[src/design/gswc_pkg.sv]
`timescale 1ns / 1ps
// ----------------------------------------------------------------------------
// gswc_pkg
// Shared types and constants of the gyro swing window classifier.
// ----------------------------------------------------------------------------
package gswc_pkg;

    localparam int ACC_WIDTH_DEF = 48;

    localparam int RATE_W  = 16;
    localparam int STEP_W  = 16;
    localparam int CFG_W   = 15;
    localparam int CFG_IDX_W = 2;
    localparam int SQ_W    = 32;
    localparam int CFG_SQ_W = 2 * CFG_W;
    localparam int ANGLE_SHIFT = 16;

    localparam logic [1:0] KIND_SAMPLE = 2'd0;
    localparam logic [1:0] KIND_BEGIN  = 2'd1;
    localparam logic [1:0] KIND_END    = 2'd2;

    localparam logic [2:0] DIR_NONE = 3'd0;
    localparam logic [2:0] DIR_UP   = 3'd1;
    localparam logic [2:0] DIR_DOWN = 3'd2;
    localparam logic [2:0] DIR_L2R  = 3'd3;
    localparam logic [2:0] DIR_R2L  = 3'd4;

    localparam logic [CFG_IDX_W-1:0] REG_START_THRESHOLD = 2'd0;
    localparam logic [CFG_IDX_W-1:0] REG_MIN_PEAK_SPEED  = 2'd1;
    localparam logic [CFG_IDX_W-1:0] REG_MIN_ANGLE       = 2'd2;

    localparam logic [CFG_SQ_W-1:0] START_SQ_RESET    = 30'd230400;
    localparam logic [CFG_SQ_W-1:0] MIN_PEAK_SQ_RESET = 30'd1638400;
    localparam logic [CFG_W-1:0]    MIN_ANGLE_RESET   = 15'd400;

    typedef struct packed {
        logic [1:0]               kind;
        logic signed [RATE_W-1:0] rate_x;
        logic signed [RATE_W-1:0] rate_y;
        logic signed [RATE_W-1:0] rate_z;
        logic [STEP_W-1:0]        step_time;
    } t_in_item;

    typedef struct packed {
        logic       swing_found;
        logic [2:0] direction;
    } t_out_item;

endpackage

[src/design/gswc_axis_acc.sv]
`timescale 1ns / 1ps
// ----------------------------------------------------------------------------
// gswc_axis_acc
// One axis of angle integration: adds rate times step time to the
// accumulator and saturates at the accumulator limits.
// ----------------------------------------------------------------------------
module gswc_axis_acc #(
    parameter int ACC_WIDTH = gswc_pkg::ACC_WIDTH_DEF
) (
    input  logic signed [ACC_WIDTH-1:0]           i_acc,
    input  logic signed [gswc_pkg::RATE_W-1:0]    i_rate,
    input  logic        [gswc_pkg::STEP_W-1:0]    i_step_time,
    output logic signed [ACC_WIDTH-1:0]           o_acc
);

    localparam int PROD_W = gswc_pkg::RATE_W + gswc_pkg::STEP_W + 1;

    logic signed [PROD_W-1:0]    prod;
    logic signed [ACC_WIDTH:0]   sum;
    logic [ACC_WIDTH-1:0]        acc_max;
    logic [ACC_WIDTH-1:0]        acc_min;

    assign prod    = PROD_W'(i_rate) * $signed({1'b0, i_step_time});
    assign sum     = {i_acc[ACC_WIDTH-1], i_acc}
                   + {{(ACC_WIDTH + 1 - PROD_W){prod[PROD_W-1]}}, prod};
    assign acc_max = {1'b0, {(ACC_WIDTH-1){1'b1}}};
    assign acc_min = {1'b1, {(ACC_WIDTH-1){1'b0}}};

    always_comb begin
        if (sum[ACC_WIDTH] != sum[ACC_WIDTH-1]) begin
            o_acc = sum[ACC_WIDTH] ? $signed(acc_min) : $signed(acc_max);
        end else begin
            o_acc = sum[ACC_WIDTH-1:0];
        end
    end

endmodule

[config.mk]
export PLATFORM = sky130hd
export DESIGN_NAME = gswc_axis_acc
export DESIGN_NICKNAME = d
export VERILOG_FILES = /design/src/design/gswc_pkg.sv /design/src/design/gswc_axis_acc.sv
export SDC_FILE = /design/constraint.sdc
export NUM_CORES = 1
export LEC_CHECK = 0
export BUFFER_PORTS_ARGS = -buffer_cell sky130_fd_sc_hd__buf_2
export CAP_MARGIN = 20
export CORE_ASPECT_RATIO = 0.8
export CORE_UTILIZATION = 30
export DETAILED_ROUTE_END_ITERATION = 6
export GPL_TIMING_DRIVEN = 0
export PLACE_DENSITY = 0.55
export SLEW_MARGIN = 15
export SYNTH_ARGS = -nofsm -noshare
export SYNTH_HDL_FRONTEND = slang
export SYNTH_SLANG_ARGS = --single-unit
[constraint.sdc]
create_clock -name vclk -period 6.9
set_input_delay 0 -clock vclk [all_inputs]
set_output_delay 0 -clock vclk [all_outputs]
set_load 0.005 [all_outputs]
==> impl_summary.md <==
Status
The flow ran to the end, and the final reports show no timing, DRC or antenna violations.

STA
The number of hold violations in the final report is 0. The peak clock frequency supported by timing is 149 MHz. At the pin with the least slew margin, the transition time is 582 ps. The number of max-slew violations in the final report came to 0.

In this run the tightest slew margin relative to its limit is 60.2%. The worst path needs 6710 ps of the cycle, external delays included. The number of setup violations in the final report is 0. The fraction of the cycle the final worst path needs is 97.3%.

Synth
Summing the areas of all and, or, nand and nor instances in the mapped netlist gives 16.0% of the synthesized area. The number of distinct library cells after synthesis is 61. The main combinational cell family by area after synthesis is adder cells. The most common cell in the synthesized netlist is sky130_fd_sc_hd__inv_1.

After technology mapping, the gate count stands at 1399. Sorting the synthesized cells by how often they occur yields 343 x sky130_fd_sc_hd__inv_1, 228 x sky130_fd_sc_hd__fa_1, 163 x sky130_fd_sc_hd__ha_1, 161 x sky130_fd_sc_hd__nand2_1, 122 x sky130_fd_sc_hd__and2_1. The post-synthesis compound-gate area fraction is 10.6%. In the post-synthesis netlist, the biggest area contributors are sky130_fd_sc_hd__fa_1 39%, sky130_fd_sc_hd__ha_1 18%, sky130_fd_sc_hd__inv_1 11%, sky130_fd_sc_hd__and2_1 6.6%, sky130_fd_sc_hd__nand2_1 5.2%.

For this run, the number of Yosys warnings is 0. The synthesized area divided by synthesized cell count is 8.31 sq um. The post-synthesis cell type with the largest combined area is sky130_fd_sc_hd__fa_1.

The multiplexer fraction of the synthesized cell area is 0%. The synthesized area is 0.0116 sq mm. Summing the sequential cell areas from Yosys gives 0% of the chip area. Summing the areas of all fa, ha and maj instances in the mapped netlist gives 57.1% of the synthesized area. Synthesis produced a netlist with a net count of 1870. The share of the synthesized netlist area taken by xor and xnor gates is 3.09%. The share of synthesized area in the top cell type comes to 39.3%.

Finish
The core utilization of the finished layout is 34.2%. The count of nets after finishing is 1997. Registers take 0 sq um.

The flip-flop and latch count is 0. The summed area of non-filler cells in the final layout is 0.0130 sq mm. The layout cell share with drive strength beyond 1 is 12.7%. The total of clock buffers placed in the layout is 0. The filler cells instantiated in the layout total 4041. Compared with the post-synthesis result, the final layout area differs by 12.3%.

Critical path
The slowest cell on the critical path is sky130_fd_sc_hd__fa_1. The largest stage delay on the critical path is 590 ps. The most frequent cell on the critical path is sky130_fd_sc_hd__fa_1. The worst setup path is of the primary input to output pin kind. Data on the critical path arrives at its endpoint at 6710 ps. Along the worst path, the maximum fanout reaches 10. The kind of end point of the critical path is an output pin. The type of origin of the critical path is a primary input. Traced cell by cell, the critical path runs through buf_2 > buf_4 > nand2_1 > fa_1 > fa_1 > fa_1 > fa_1 > inv_1 > fa_1 > inv_1 > fa_1 > inv_1 > ha_1 > a21oi_2 > o21ai_1 > a31o_1 > o21bai_2 > a2111oi_4 > or2_2 > a221o_2 > buf_4 > maj3_1 > buf_2. The required time of the worst setup path is 6900 ps.

Route
The total number of vias is 9661. The number of remaining DRC errors is 0. The total wire length after detailed routing is 34.4 mm. Dividing the detail-routed wire length by the instance count gives 17.0 um. The DRC marker count from the first detailed-route iteration is 596. The via density per instance is 4.78. The length of the first detailed-routing pass in iterations is 5. The final antenna-violating net count is 0.

GRT
The maximum number of pins on one net before global-route repair is 24. The initial antenna violation count came to 1. The first global-routing pass estimated 54.8 mm of wire. Summed over all layers, the global routing overflow is 0.

The number of global-route vias before repair came to 10.1k. The global-route usage over all layers is 17.8%.

Placement
Routability-driven placement finished with a final weighted congestion of 0.923. Detailed placement finished with a half-perimeter wire length of 30.4 mm. In this run the cell area measured after placement is 0.0129 sq mm. The count of buffers added on input and output ports is 128.

Floorplanning
The die covers 0.0395 sq mm. The number of top-level pins is 128. The region available for standard cell placement spans 0.0382 sq mm. The placement row count is 64. For this configuration, the core starts out at a cell density of 30.4%. The floorplan die width is 222 um. The die boundary height is 178 um.

Worst hold path
The hold path depth is 5. The class of the worst hold path is primary input to output pin. The startpoint identified for the worst hold timing path is i_acc[0]. The capture endpoint of the worst hold path is o_acc[0].

Job
The count of maximum capacitance violations is 0.
-- cells by family after synthesis --
logic type | Yosys count
XOR/XNOR | 41
adder cells (fa/ha/maj) | 394
AO/OA/AOI/OAI | 198
AND/OR/NAND/NOR | 369
buffers and inverters | 397
-- cell type report --
type	count	area [sq um]	share of cell area, %
Tap cell	495	619	4.75
Multi-Input combinational cell	1002	10100	77.6
Inverter	344	1290	9.90
Antenna cell	2	5.00	0.0384
Timing Repair Buffer	130	672	5.15
Buffer	48	340	2.61
-- worst max-delay path by stage --
stage                     end            start  slack [ps]
finish              o_acc[35]   i_step_time[8]         190
global route        o_acc[45]        i_rate[7]          -2
CTS                 o_acc[13]  i_step_time[10]           9
detailed placement  o_acc[13]   i_step_time[7]        -540
global placement    o_acc[13]   i_step_time[6]        -570
floorplan           o_acc[36]        i_rate[7]        1120
-- critical path, delay by kind of cell --
| kind | cells | cell delay (ps) |
|---|---|---|
| adder cells (fa/ha/maj) | 8 | 3800 |
| AO/OA/AOI/OAI | 6 | 1500 |
| buffers and inverters | 7 | 1010 |
| AND/OR/NAND/NOR | 2 | 390 |
-- routing by layer --
metal / wire length [um] / GRT usage (%)
met5: 0 / 0
met4: 700 / 3.30
met3: 2220 / 2.26
met2: 15000 / 27.5
met1: 16500 / 26.5
-- repair_timing --
action	CTS	global route
setup endpoints to repair	47	47
pin swaps	1	5
setup buffers	0	2
resized for setup	38	52
hold buffers	0	0
hold endpoints to repair	0	0
-- stage by stage --
stage | setup WS (ps) | std cells | setup TNS, ps | hold WS, ps
after detailed placement | -544 | 2022 | -17920 | 467
after floorplan | 1120 | 1399 | 0 | 269
after global routing | -2.07 | 2019 | -2.80 | 535
after global placement | -566 | 2022 | -19370 | 453
final | 188 | 2021 | 0 | 470
after CTS | 9.11 | 2017 | 0 | 471
-- cell usage in the layout (no fill, tap or decap), drive strengths merged, types with 23 or more instances in the layout --
cell type | synthesis | layout
inv | 344 | 344
fa | 228 | 228
ha | 163 | 163
nand2 | 162 | 162
buf | 16 | 155
and2 | 122 | 122
a21oi | 95 | 95
o21ai | 38 | 38
nor2 | 36 | 36
xnor2 | 23 | 23
clkbuf | 37 | 23
